==> config.mk <==
export PLATFORM = sky130hd
export DESIGN_NAME = fill_rectangle_command_stream_unit
export DESIGN_NICKNAME = d
export VERILOG_FILES = /design/src/sv/frcs_pkg.sv /design/src/sv/frcs_front.sv /design/src/sv/frcs_queue.sv /design/src/sv/frcs_back.sv /design/src/sv/fill_rectangle_command_stream_unit.sv
export SDC_FILE = /design/constraint.sdc
export NUM_CORES = 1
export LEC_CHECK = 0
export BUFFER_PORTS_ARGS = -buffer_cell sky130_fd_sc_hd__buf_2
export CAP_MARGIN = 20
export CORE_MARGIN = 5
export CORE_UTILIZATION = 35
export DETAILED_ROUTE_END_ITERATION = 8
export GPL_ROUTABILITY_DRIVEN = 0
export PLACE_DENSITY_LB_ADDON = 0.08
export SETUP_SLACK_MARGIN = 0.1
export SLEW_MARGIN = 20
export SYNTH_ARGS = -nofsm -noshare
export SYNTH_HDL_FRONTEND = slang
export SYNTH_SLANG_ARGS = --single-unit
==> constraint.sdc <==
create_clock -name clk -period 7.4 [get_ports clk]
set_input_delay 0.37 -clock clk [delete_from_list [all_inputs] [get_ports clk]]
set_output_delay 0.37 -clock clk [all_outputs]
set_load 0.02 [all_outputs]
==> src/sv/frcs_pkg.sv <==
`timescale 1ns / 1ps
`default_nettype none

package frcs_pkg;

  localparam int CoordW  = 10;
  localparam int LimitW  = 11;
  localparam int SideW   = 11;
  localparam int ColourW = 16;
  localparam int CountW  = 22;
  localparam int HdrW    = 4;

  localparam logic [7:0] CMD_COLUMN_SET   = 8'h2A;
  localparam logic [7:0] CMD_ROW_SET      = 8'h2B;
  localparam logic [7:0] CMD_MEMORY_WRITE = 8'h2C;

  // positions in the address header
  localparam logic [HdrW-1:0] HDR_COL_CMD     = 4'd0;
  localparam logic [HdrW-1:0] HDR_COL_LO_MSB  = 4'd1;
  localparam logic [HdrW-1:0] HDR_COL_LO_LSB  = 4'd2;
  localparam logic [HdrW-1:0] HDR_COL_HI_MSB  = 4'd3;
  localparam logic [HdrW-1:0] HDR_COL_HI_LSB  = 4'd4;
  localparam logic [HdrW-1:0] HDR_ROW_CMD     = 4'd5;
  localparam logic [HdrW-1:0] HDR_ROW_LO_MSB  = 4'd6;
  localparam logic [HdrW-1:0] HDR_ROW_LO_LSB  = 4'd7;
  localparam logic [HdrW-1:0] HDR_ROW_HI_MSB  = 4'd8;
  localparam logic [HdrW-1:0] HDR_ROW_HI_LSB  = 4'd9;
  localparam logic [HdrW-1:0] HDR_MEM_CMD     = 4'd10;
  localparam logic [HdrW-1:0] HDR_LEN         = 4'd11;

  localparam logic OP_START = 1'b0;
  localparam logic OP_TICK  = 1'b1;

  // classified item handed from front to back
  typedef struct packed {
    logic               is_tick;
    logic               out_of_bounds;
    logic [CoordW-1:0]  col_lo;
    logic [CoordW-1:0]  col_hi;
    logic [CoordW-1:0]  row_lo;
    logic [CoordW-1:0]  row_hi;
    logic [ColourW-1:0] colour;
    logic [SideW-1:0]   width;
    logic [SideW-1:0]   height;
  } frcs_item_t;

endpackage

`default_nettype wire

==> src/sv/frcs_front.sv <==
`timescale 1ns / 1ps
`default_nettype none

module frcs_front
  import frcs_pkg::*;
#(
  parameter int MAX_SIDE = 1024
) (
  input  wire logic               clk,
  input  wire logic               rst,
  input  wire logic               in_valid,
  output      logic               in_stall,
  input  wire logic               opcode,
  input  wire logic [CoordW-1:0]  x_first,
  input  wire logic [CoordW-1:0]  y_first,
  input  wire logic [CoordW-1:0]  x_second,
  input  wire logic [CoordW-1:0]  y_second,
  input  wire logic [ColourW-1:0] fill_rgb565,
  input  wire logic [LimitW-1:0]  panel_width,
  input  wire logic [LimitW-1:0]  panel_height,
  output      logic               push,
  output      frcs_item_t         push_item,
  input  wire logic               queue_full
);

  logic               stage_valid;
  frcs_item_t         stage_item;
  frcs_item_t         item_next;
  logic [LimitW-1:0]  width_lim;
  logic [LimitW-1:0]  height_lim;
  logic               accept;

  always_comb begin
    width_lim  = panel_width;
    height_lim = panel_height;
    if (32'(panel_width) > 32'(MAX_SIDE)) begin
      width_lim = LimitW'(MAX_SIDE);
    end
    if (32'(panel_height) > 32'(MAX_SIDE)) begin
      height_lim = LimitW'(MAX_SIDE);
    end
  end

  always_comb begin
    item_next.is_tick = (opcode == OP_TICK);
    item_next.out_of_bounds = ({1'b0, x_first} >= width_lim) ||
                              ({1'b0, x_second} >= width_lim) ||
                              ({1'b0, y_first} >= height_lim) ||
                              ({1'b0, y_second} >= height_lim);
    item_next.col_lo = (x_first < x_second) ? x_first : x_second;
    item_next.col_hi = (x_first < x_second) ? x_second : x_first;
    item_next.row_lo = (y_first < y_second) ? y_first : y_second;
    item_next.row_hi = (y_first < y_second) ? y_second : y_first;
    item_next.colour = fill_rgb565;
    item_next.width  = {1'b0, item_next.col_hi} - {1'b0, item_next.col_lo} + SideW'(1);
    item_next.height = {1'b0, item_next.row_hi} - {1'b0, item_next.row_lo} + SideW'(1);
  end

  assign in_stall  = stage_valid && queue_full;
  assign accept    = in_valid && !in_stall;
  assign push      = stage_valid && !queue_full;
  assign push_item = stage_item;

  always_ff @(posedge clk) begin
    if (rst) begin
      stage_valid <= 1'b0;
    end else if (accept) begin
      stage_valid <= 1'b1;
    end else if (push) begin
      stage_valid <= 1'b0;
    end
    if (accept) begin
      stage_item <= item_next;
    end
  end

endmodule

`default_nettype wire

==> src/sv/frcs_queue.sv <==
`timescale 1ns / 1ps
`default_nettype none

module frcs_queue
  import frcs_pkg::*;
(
  input  wire logic       clk,
  input  wire logic       rst,
  input  wire logic       push,
  input  wire frcs_item_t push_item,
  output      logic       full,
  output      logic       head_valid,
  output      frcs_item_t head_item,
  input  wire logic       pop
);

  localparam int Depth = 2;
  localparam int PtrW  = $clog2(Depth);
  localparam int CntW  = $clog2(Depth + 1);

  frcs_item_t        entries [Depth];
  logic [PtrW-1:0]   wr_ptr;
  logic [PtrW-1:0]   rd_ptr;
  logic [CntW-1:0]   count;

  assign full       = (count == CntW'(Depth));
  assign head_valid = (count != '0);
  assign head_item  = entries[rd_ptr];

  always_ff @(posedge clk) begin
    if (rst) begin
      wr_ptr <= '0;
      rd_ptr <= '0;
      count  <= '0;
    end else begin
      if (push) begin
        wr_ptr <= (wr_ptr == PtrW'(Depth - 1)) ? '0 : wr_ptr + PtrW'(1);
      end
      if (pop) begin
        rd_ptr <= (rd_ptr == PtrW'(Depth - 1)) ? '0 : rd_ptr + PtrW'(1);
      end
      if (push && !pop) begin
        count <= count + CntW'(1);
      end else if (pop && !push) begin
        count <= count - CntW'(1);
      end
    end
    if (push) begin
      entries[wr_ptr] <= push_item;
    end
  end

endmodule

`default_nettype wire

==> src/sv/frcs_back.sv <==
`timescale 1ns / 1ps
`default_nettype none

module frcs_back
  import frcs_pkg::*;
(
  input  wire logic       clk,
  input  wire logic       rst,
  input  wire logic       head_valid,
  input  wire frcs_item_t head_item,
  output      logic       pop,
  output      logic       out_valid,
  input  wire logic       out_stall,
  output      logic       byte_valid,
  output      logic [7:0] byte_value,
  output      logic       is_command,
  output      logic       last_byte,
  output      logic       rejected
);

  logic                active;
  logic [HdrW-1:0]     header_index;
  logic [CoordW-1:0]   col_low;
  logic [CoordW-1:0]   col_high;
  logic [CoordW-1:0]   row_low;
  logic [CoordW-1:0]   row_high;
  logic [ColourW-1:0]  held_colour;
  logic [CountW-1:0]   pixel_bytes_left;

  logic [7:0]          hdr_byte;
  logic                hdr_cmd;
  logic [2*SideW-1:0]  area;
  logic [7:0]          pixel_byte;

  assign pop  = head_valid && (!out_valid || !out_stall);
  assign area = head_item.width * head_item.height;
  assign pixel_byte = pixel_bytes_left[0] ? held_colour[7:0] : held_colour[15:8];

  always_comb begin
    hdr_cmd = 1'b0;
    unique case (header_index)
      HDR_COL_CMD: begin
        hdr_byte = CMD_COLUMN_SET;
        hdr_cmd  = 1'b1;
      end
      HDR_COL_LO_MSB: hdr_byte = {6'b0, col_low[9:8]};
      HDR_COL_LO_LSB: hdr_byte = col_low[7:0];
      HDR_COL_HI_MSB: hdr_byte = {6'b0, col_high[9:8]};
      HDR_COL_HI_LSB: hdr_byte = col_high[7:0];
      HDR_ROW_CMD: begin
        hdr_byte = CMD_ROW_SET;
        hdr_cmd  = 1'b1;
      end
      HDR_ROW_LO_MSB: hdr_byte = {6'b0, row_low[9:8]};
      HDR_ROW_LO_LSB: hdr_byte = row_low[7:0];
      HDR_ROW_HI_MSB: hdr_byte = {6'b0, row_high[9:8]};
      HDR_ROW_HI_LSB: hdr_byte = row_high[7:0];
      default: begin
        hdr_byte = CMD_MEMORY_WRITE;
        hdr_cmd  = 1'b1;
      end
    endcase
  end

  always_ff @(posedge clk) begin
    if (rst) begin
      active           <= 1'b0;
      header_index     <= '0;
      col_low          <= '0;
      col_high         <= '0;
      row_low          <= '0;
      row_high         <= '0;
      held_colour      <= '0;
      pixel_bytes_left <= '0;
      out_valid        <= 1'b0;
      byte_valid       <= 1'b0;
      byte_value       <= '0;
      is_command       <= 1'b0;
      last_byte        <= 1'b0;
      rejected         <= 1'b0;
    end else if (pop) begin
      out_valid  <= 1'b1;
      byte_valid <= 1'b0;
      byte_value <= '0;
      is_command <= 1'b0;
      last_byte  <= 1'b0;
      rejected   <= 1'b0;
      if (head_item.is_tick) begin
        if (active) begin
          byte_valid <= 1'b1;
          if (header_index < HDR_LEN) begin
            byte_value   <= hdr_byte;
            is_command   <= hdr_cmd;
            header_index <= header_index + HdrW'(1);
          end else begin
            byte_value <= pixel_byte;
            if (pixel_bytes_left <= CountW'(1)) begin
              last_byte        <= 1'b1;
              pixel_bytes_left <= '0;
              active           <= 1'b0;
              header_index     <= '0;
            end else begin
              pixel_bytes_left <= pixel_bytes_left - CountW'(1);
            end
          end
        end
      end else if (active || head_item.out_of_bounds) begin
        rejected <= 1'b1;
      end else begin
        col_low          <= head_item.col_lo;
        col_high         <= head_item.col_hi;
        row_low          <= head_item.row_lo;
        row_high         <= head_item.row_hi;
        held_colour      <= head_item.colour;
        pixel_bytes_left <= {area[CountW-2:0], 1'b0};
        header_index     <= '0;
        active           <= 1'b1;
      end
    end else if (!out_stall) begin
      out_valid <= 1'b0;
    end
  end

endmodule

`default_nettype wire

==> src/sv/fill_rectangle_command_stream_unit.sv <==
`timescale 1ns / 1ps
`default_nettype none

// channel   dir  handshake           payload
// in        in   in_valid/in_stall   opcode, x_first, y_first, x_second, y_second, fill_rgb565
// out       out  out_valid/out_stall byte_valid, byte_value, is_command, last_byte, rejected
// cfg       in   cfg_valid/cfg_ready cfg_index (0 width, 1 height), cfg_data
//
// One result per input transaction, one per cycle sustained while out_stall is low; the path
// runs through the front register, the queue and the output register.
// The front classifies and orders corners; the back holds the fill state and
// computes the pixel byte count with one 11x11 multiply when a start is taken.
// Synchronous reset clears the control state; limits return to 240 x 320.
// out_stall backs up into the two-entry queue; in_stall rises only once it is full.

module fill_rectangle_command_stream_unit
  import frcs_pkg::*;
#(
  parameter int MAX_SIDE = 1024
) (
  input  wire logic               clk,
  input  wire logic               rst,
  input  wire logic               in_valid,
  output      logic               in_stall,
  input  wire logic               opcode,
  input  wire logic [CoordW-1:0]  x_first,
  input  wire logic [CoordW-1:0]  y_first,
  input  wire logic [CoordW-1:0]  x_second,
  input  wire logic [CoordW-1:0]  y_second,
  input  wire logic [ColourW-1:0] fill_rgb565,
  output      logic               out_valid,
  input  wire logic               out_stall,
  output      logic               byte_valid,
  output      logic [7:0]         byte_value,
  output      logic               is_command,
  output      logic               last_byte,
  output      logic               rejected,
  input  wire logic               cfg_valid,
  output      logic               cfg_ready,
  input  wire logic               cfg_index,
  input  wire logic [LimitW-1:0]  cfg_data
);

  localparam logic REG_PANEL_WIDTH  = 1'b0;
  localparam logic REG_PANEL_HEIGHT = 1'b1;

  logic [LimitW-1:0] panel_width;
  logic [LimitW-1:0] panel_height;

  logic       push;
  frcs_item_t push_item;
  logic       queue_full;
  logic       head_valid;
  frcs_item_t head_item;
  logic       pop;

  // config is always writable; caller keeps it to idle periods
  assign cfg_ready = 1'b1;

  always_ff @(posedge clk) begin
    if (rst) begin
      panel_width  <= LimitW'(240);
      panel_height <= LimitW'(320);
    end else if (cfg_valid && cfg_ready) begin
      unique case (cfg_index)
        REG_PANEL_WIDTH:  panel_width  <= cfg_data;
        REG_PANEL_HEIGHT: panel_height <= cfg_data;
        default: ;
      endcase
    end
  end

  frcs_front #(
    .MAX_SIDE(MAX_SIDE)
  ) u_front (
    .clk         (clk),
    .rst         (rst),
    .in_valid    (in_valid),
    .in_stall    (in_stall),
    .opcode      (opcode),
    .x_first     (x_first),
    .y_first     (y_first),
    .x_second    (x_second),
    .y_second    (y_second),
    .fill_rgb565 (fill_rgb565),
    .panel_width (panel_width),
    .panel_height(panel_height),
    .push        (push),
    .push_item   (push_item),
    .queue_full  (queue_full)
  );

  frcs_queue u_queue (
    .clk       (clk),
    .rst       (rst),
    .push      (push),
    .push_item (push_item),
    .full      (queue_full),
    .head_valid(head_valid),
    .head_item (head_item),
    .pop       (pop)
  );

  frcs_back u_back (
    .clk       (clk),
    .rst       (rst),
    .head_valid(head_valid),
    .head_item (head_item),
    .pop       (pop),
    .out_valid (out_valid),
    .out_stall (out_stall),
    .byte_valid(byte_valid),
    .byte_value(byte_value),
    .is_command(is_command),
    .last_byte (last_byte),
    .rejected  (rejected)
  );

endmodule

`default_nettype wire
# Yosys cells after proc, flatten, opt, wreduce, memory -nomap -nowiden
# Memories as Yosys holds them, arrays and structs flattened. A register that Yosys moved wholly into a read port is not among the register bits.
# Index checks and enable logic that the tools add are counted.
[op_classes] n_mul=1 eq_ne=15 bitwise=3 reduce_logical=28 addsub=10 muxes=50 n_lt_le_gt_ge=10
[op_table] operator="$mux W22" count=5
[op_table] operator="$pmux W8 S10" count=1
[op_table] operator="$ge A10 B11 Y1" count=4
[op_table] operator="$mux W10" count=4
[op_table] operator="$mux W8" count=4
[op_table] operator="$mux W1" count=27
[op_table] operator="$add A11 B1 Y11 const B" count=2
[op_table] operator="$gt A11 B11 Y1 const B" count=2
[op_table] operator="$le A22 B1 Y1 const B" count=1
[op_table] operator="$mux W11" count=2
[op_table] operator="$sub A10 B10 Y11" count=2
[op_table] operator="$sub A22 B1 Y22 const B" count=1
[op_table] operator="$mul A11 B11 Y21" count=1
[op_table] operator="$lt A10 B10 Y1" count=2
[op_table] operator="$mux W4" count=5
[op_table] operator="$eq A4 B3 Y1 const B" count=4
[op_table] operator="$eq A4 B2 Y1 const B" count=2
[op_table] operator="$eq A4 B4 Y1 const B" count=2
[op_table] operator="$reduce_and A4 Y1" count=2
[op_table] operator="$reduce_or A8 Y1" count=1
[op_table] operator="$logic_and A1 B1 Y1" count=6
[op_table] operator="$logic_not A1 Y1" count=6
[op_table] operator="$reduce_and A2 Y1" count=3
[op_table] operator="$reduce_bool A2 Y1" count=3
[op_table] operator="other kinds (15)" count=25
[word_totals] output_inout_bits=15 ramBits=160 regBits=203 n_memories=1
[memory_table] memory="u_queue.entries" words=2 width=80 read_ports=1 rd_ports_with_merged_regs=1 write_ports=1 line="frcs_queue.sv:21" source="frcs_item_t entries [Depth];"

# Depth between registers and ports, before layout
[depth] word_depth=7 ltp_mapped=22 depth_no_buf=20

# Cells and area by module
# Synthesis repeated with hierarchy kept, for this count alone.
[unflattened] hier_cells=1956 area_unflattened_um2=20915.1
[modules_own_cells] mod="frcs_back" area_each_um2=8654.6 cells_per_inst=1088 seq_area_each_um2=1921.8 n_inst=1
[modules_own_cells] mod="frcs_queue" area_each_um2=6013.3 cells_per_inst=271 seq_area_each_um2=4904.7 n_inst=1
[modules_own_cells] mod="frcs_front" area_each_um2=5326.4 cells_per_inst=506 seq_area_each_um2=2422.3 n_inst=1
[modules_own_cells] mod="fill_rectangle_command_stream_unit" area_each_um2=920.9 cells_per_inst=91 seq_area_each_um2=440.4 n_inst=1

# Least setup slack after synthesis
# Ideal clock, no wire load.
[synth_path] path_type="register to register" start="register with a tool-made name" end="register u_back.pixel_bytes_left[18]" path_stages_with_launch=20 synth_period_minus_slack_ns=5.893 t_arrival_ns=5.761 slack_ns=1.507 path_cell_list="dfxtp_1 buf_2 buf_2 buf_1 mux2i_1 nor2_1 fa_1 fa_1 fa_1 fa_1 inv_1 fa_1 inv_1 ha_1 a21oi_1 o22ai_1 or3_1 o21ai_0 mux2i_1 a21oi_1"
[synth_rtl] item="end signal: assignment" line="frcs_back.sv:103" source="pixel_bytes_left <= pixel_bytes_left - CountW'(1);"
[synth_rtl] item="end signal: assignment" line="frcs_back.sv:115" source="pixel_bytes_left <= {area[CountW-2:0], 1'b0};"
[synth_rtl] item="end: declaration" line="frcs_back.sv:28" source="logic [CountW-1:0] pixel_bytes_left;"

==> run summary <==
Setup TNS Final = 0 ns
drt first-iter violations = 848
family with the most delay on the worst path = adder cells
Final Setup Violations = 0
core area = 58800 µm²
later-pin clock latency in the skew report = 0.55 ns
area share of the largest cell type after synthesis = 34.8%
Final Hold Violating Endpoints = 0
FP Rows = 89
CP startpoint kind = flip-flop
status = finished clean
FF+latch area = 9690 µm²
Synth Area in Compound Gates = 10.8%
Critical Path Max Stage Delay = 0.89 ns
GRT Util Overall = 15.8%
CTS clk-pin slew, worst paths = 0.06 ns
Syn Inst Count = 1886
Post-Synth XOR/XNOR Area = 1.44%
worst slew pin tran = 1.01 ns
global-route wire length before repair = 81300 µm
Initial Utilization = 35.2%
f_max = 160 MHz
Rel. slew slack = 31.3%
multiplexer area fraction after synthesis = 8.66%
RSZ-0062 raised after global routing = false
Ports = 89
most frequent cells in the layout = 240 x edfxtp_1, 193 x nor2_1, 166 x nand2_1, 148 x inv_1, 142 x ha_1
final wirelength = 51200 µm
vias in the first global route = 14400
Synth Flop Type = edfxtp_1
CTS buffer count = 42
Setup Skew = 0.0233 ns
Crit Path Category = reg2reg
clock sink count = 364
top cells by area, synth = edfxtp_1 35%, dfxtp_1 12%, ha_1 8.6%
mean number of vias per cell = 5.03
Critical Path End Type = flip-flop
Die Height = 253 µm
number of distinct library cells after synthesis = 69
die span in x = 253 µm
Reg2Reg Setup Slack = 1.14 ns
Critical Path Slowest Stage Cell = dfxtp_4
antenna diode count = 0
Post-CTS Setup Repair Bufs = 0
Post-synth EDFFs = 240
Seq cells post-synth = 364
Die ar. = 64100 µm²
port bufs = 87
routed vias = 14000
CTS tree = done
Final min period = 6.26 ns
Syn Nets = 2183
fillers = 5675
Max Cap Viol = 0
Tcrit/Tclk final = 84.6%
Max clock buf depth = 3
crit-path most repeated cell = fa_1
Mapped Area = 20700 µm²
YS warnings = 0
Critical Path RT = 7.80 ns
Yosys top cell by area = edfxtp_1
cells along the critical path = mux2i_1 > nor2_1 > fa_1 > fa_1 > fa_1 > fa_1 > inv_1 > fa_1 > inv_1 > ha_1 > a21oi_1 > o22ai_1 > or3_1 > o21ai_0 > mux2i_1 > a21oi_1
fin nets = 2270
initial antenna violation count = 0
Routed Antenna Nets = 0
post-detail-place hpwl = 38200 µm
Min-Delay Path Class = in2reg
pin count of the biggest net entering global routing = 85
main combinational cell family by area after synthesis = adder cells
Avg Cell Area, Syn = 11.0 µm²
Root Driver = clkbuf_16
Post-Synth Adder-Cell Area = 16.4%
remaining global-route overflow = 0
drt first pass iters = 5
most common cell after layout, fill and taps aside = edfxtp_1
sequential area share after synthesis = 46.8%
Residual DRC = 0
Worst Path Buf+Inv = 2
WL/cell = 18.4 µm
area share of and/or/nand/nor cells after synthesis = 11.7%
H-tree Lvls = 2
asr flop ratio synth = 0%
layout cells sized above 1 = 12.1%
Final Max Tran Viols = 0
CP max FO = 51
Critical Path AT = 6.66 ns
Syn-to-layout area delta = 13.1%
multi-input logic area = 10200 µm²
[final timing paths]
kind | depth (start not counted) | end | start
setup / recovery | 16 | u_back.pixel_bytes_left[18] | flip-flop
hold / removal | 3 | u_front.stage_valid | in_valid
setup reg to reg | 16 | u_back.pixel_bytes_left[18] | flip-flop
hold reg to reg | 0 | u_queue.entries[0][72] | u_front.push_item[72]
[layout make-up]
class	instances	area share [%]
multi-input combinational	1300	43.5
tap	773	4.13
clock buffer	61	5.18
clock inverter	14	0.454
timing repair buffer	117	3.01
inverter	148	2.37
sequential	364	41.4
[cells in the mapped netlist, drive strengths merged (5+ instances only)]
master   count
o21ai       71
or3         10
nor3        25
o21a        15
nand4       14
nand3b       6
a2111oi      5
dfxtp      124
and3         6
xnor2       28
nand3       12
mux2        65
or4          6
fa          81
a21o        11
a211oi      67
nor4         9
a31oi       12
nand2      166
nand2b      44
inv        148
o22ai       15
a21oi       77
ha         142
clkbuf      44
mux2i      106
nor2b       21
buf         30
edfxtp     240
and2         5
xor2         6
o211ai       7
nor2       194
a22oi       18
o31ai        5
[timing repair]
action | in CTS | in global routing
resized for setup | 0 | 0
hold buffers | 17 | 0
endpoints found under the setup margin | 0 | 0
hold endpoints to repair | 17 | 0
[logic make-up after synthesis]
kind of cell / count (synthesis)
muxes: 171
AOI/OAI and AO/OA: 341
adders and majority gates: 223
buffers and inverters: 222
and+or+nand+nor: 530
DFF: 364
xor gates and xnor gates: 34
other: 1
[sequential cells by signal (all words and copies together), names as in the netlist, 2 cells and up, named ones only]
signal,count
u_back.pixel_bytes_left,22
u_queue.count,2
u_queue.entries,160
u_front.push_item,80
u_back.byte_value,8
u_back.row_low,10
u_back.row_high,10
u_back.col_high,10
panel_height,11
u_back.header_index,4
u_back.held_colour,16
u_back.col_low,10
panel_width,11
[metal layers]
| layer | share of wire, % | wire (µm) | track usage [%] | vias to the layer above |
|---|---|---|---|---|
| met2 | 45 | 23100 | 25.1 | 272 |
| met5 | 0 | 0 | 0 | - |
| met4 | 1.6 | 845 | 3.64 | 0 |
| met1 | 49 | 25300 | 23.0 | 6716 |
| li1 | - | - | - | 6926 |
| met3 | 3.9 | 1990 | 2.52 | 57 |
[worst reg2reg max path, stage by stage, from the launching register on]
cell     delay (ns)
dfxtp_4        0.89
mux2i_1        0.78
nor2_1         0.14
fa_1           0.49
fa_1           0.52
fa_1           0.52
fa_1           0.54
inv_1          0.05
fa_1           0.52
inv_1          0.04
ha_1           0.37
a21oi_1        0.26
o22ai_1        0.17
or3_1          0.32
o21ai_0        0.21
mux2i_1        0.22
a21oi_1        0.07
[metrics by stage]
stage	instance area [µm²]	hold WS, ns	utilization, %	setup WS (ns)	instances
6_report	23400	0.0582	39.8	1.14	2777
4_1_cts	23400	0.0272	39.8	1.15	2777
2_1_floorplan	20700	0.421	-	1.51	1886
3_5_place_dp	21900	0.429	37.3	1.19	2685
3_3_place_gp	21900	0.426	37.3	1.31	2685
5_1_grt	23400	0.0496	39.8	0.755	2777
Power is left out: the tool's default activity adds up to more than one toggle a clock period on the data nets, which glitch-free logic cannot reach.
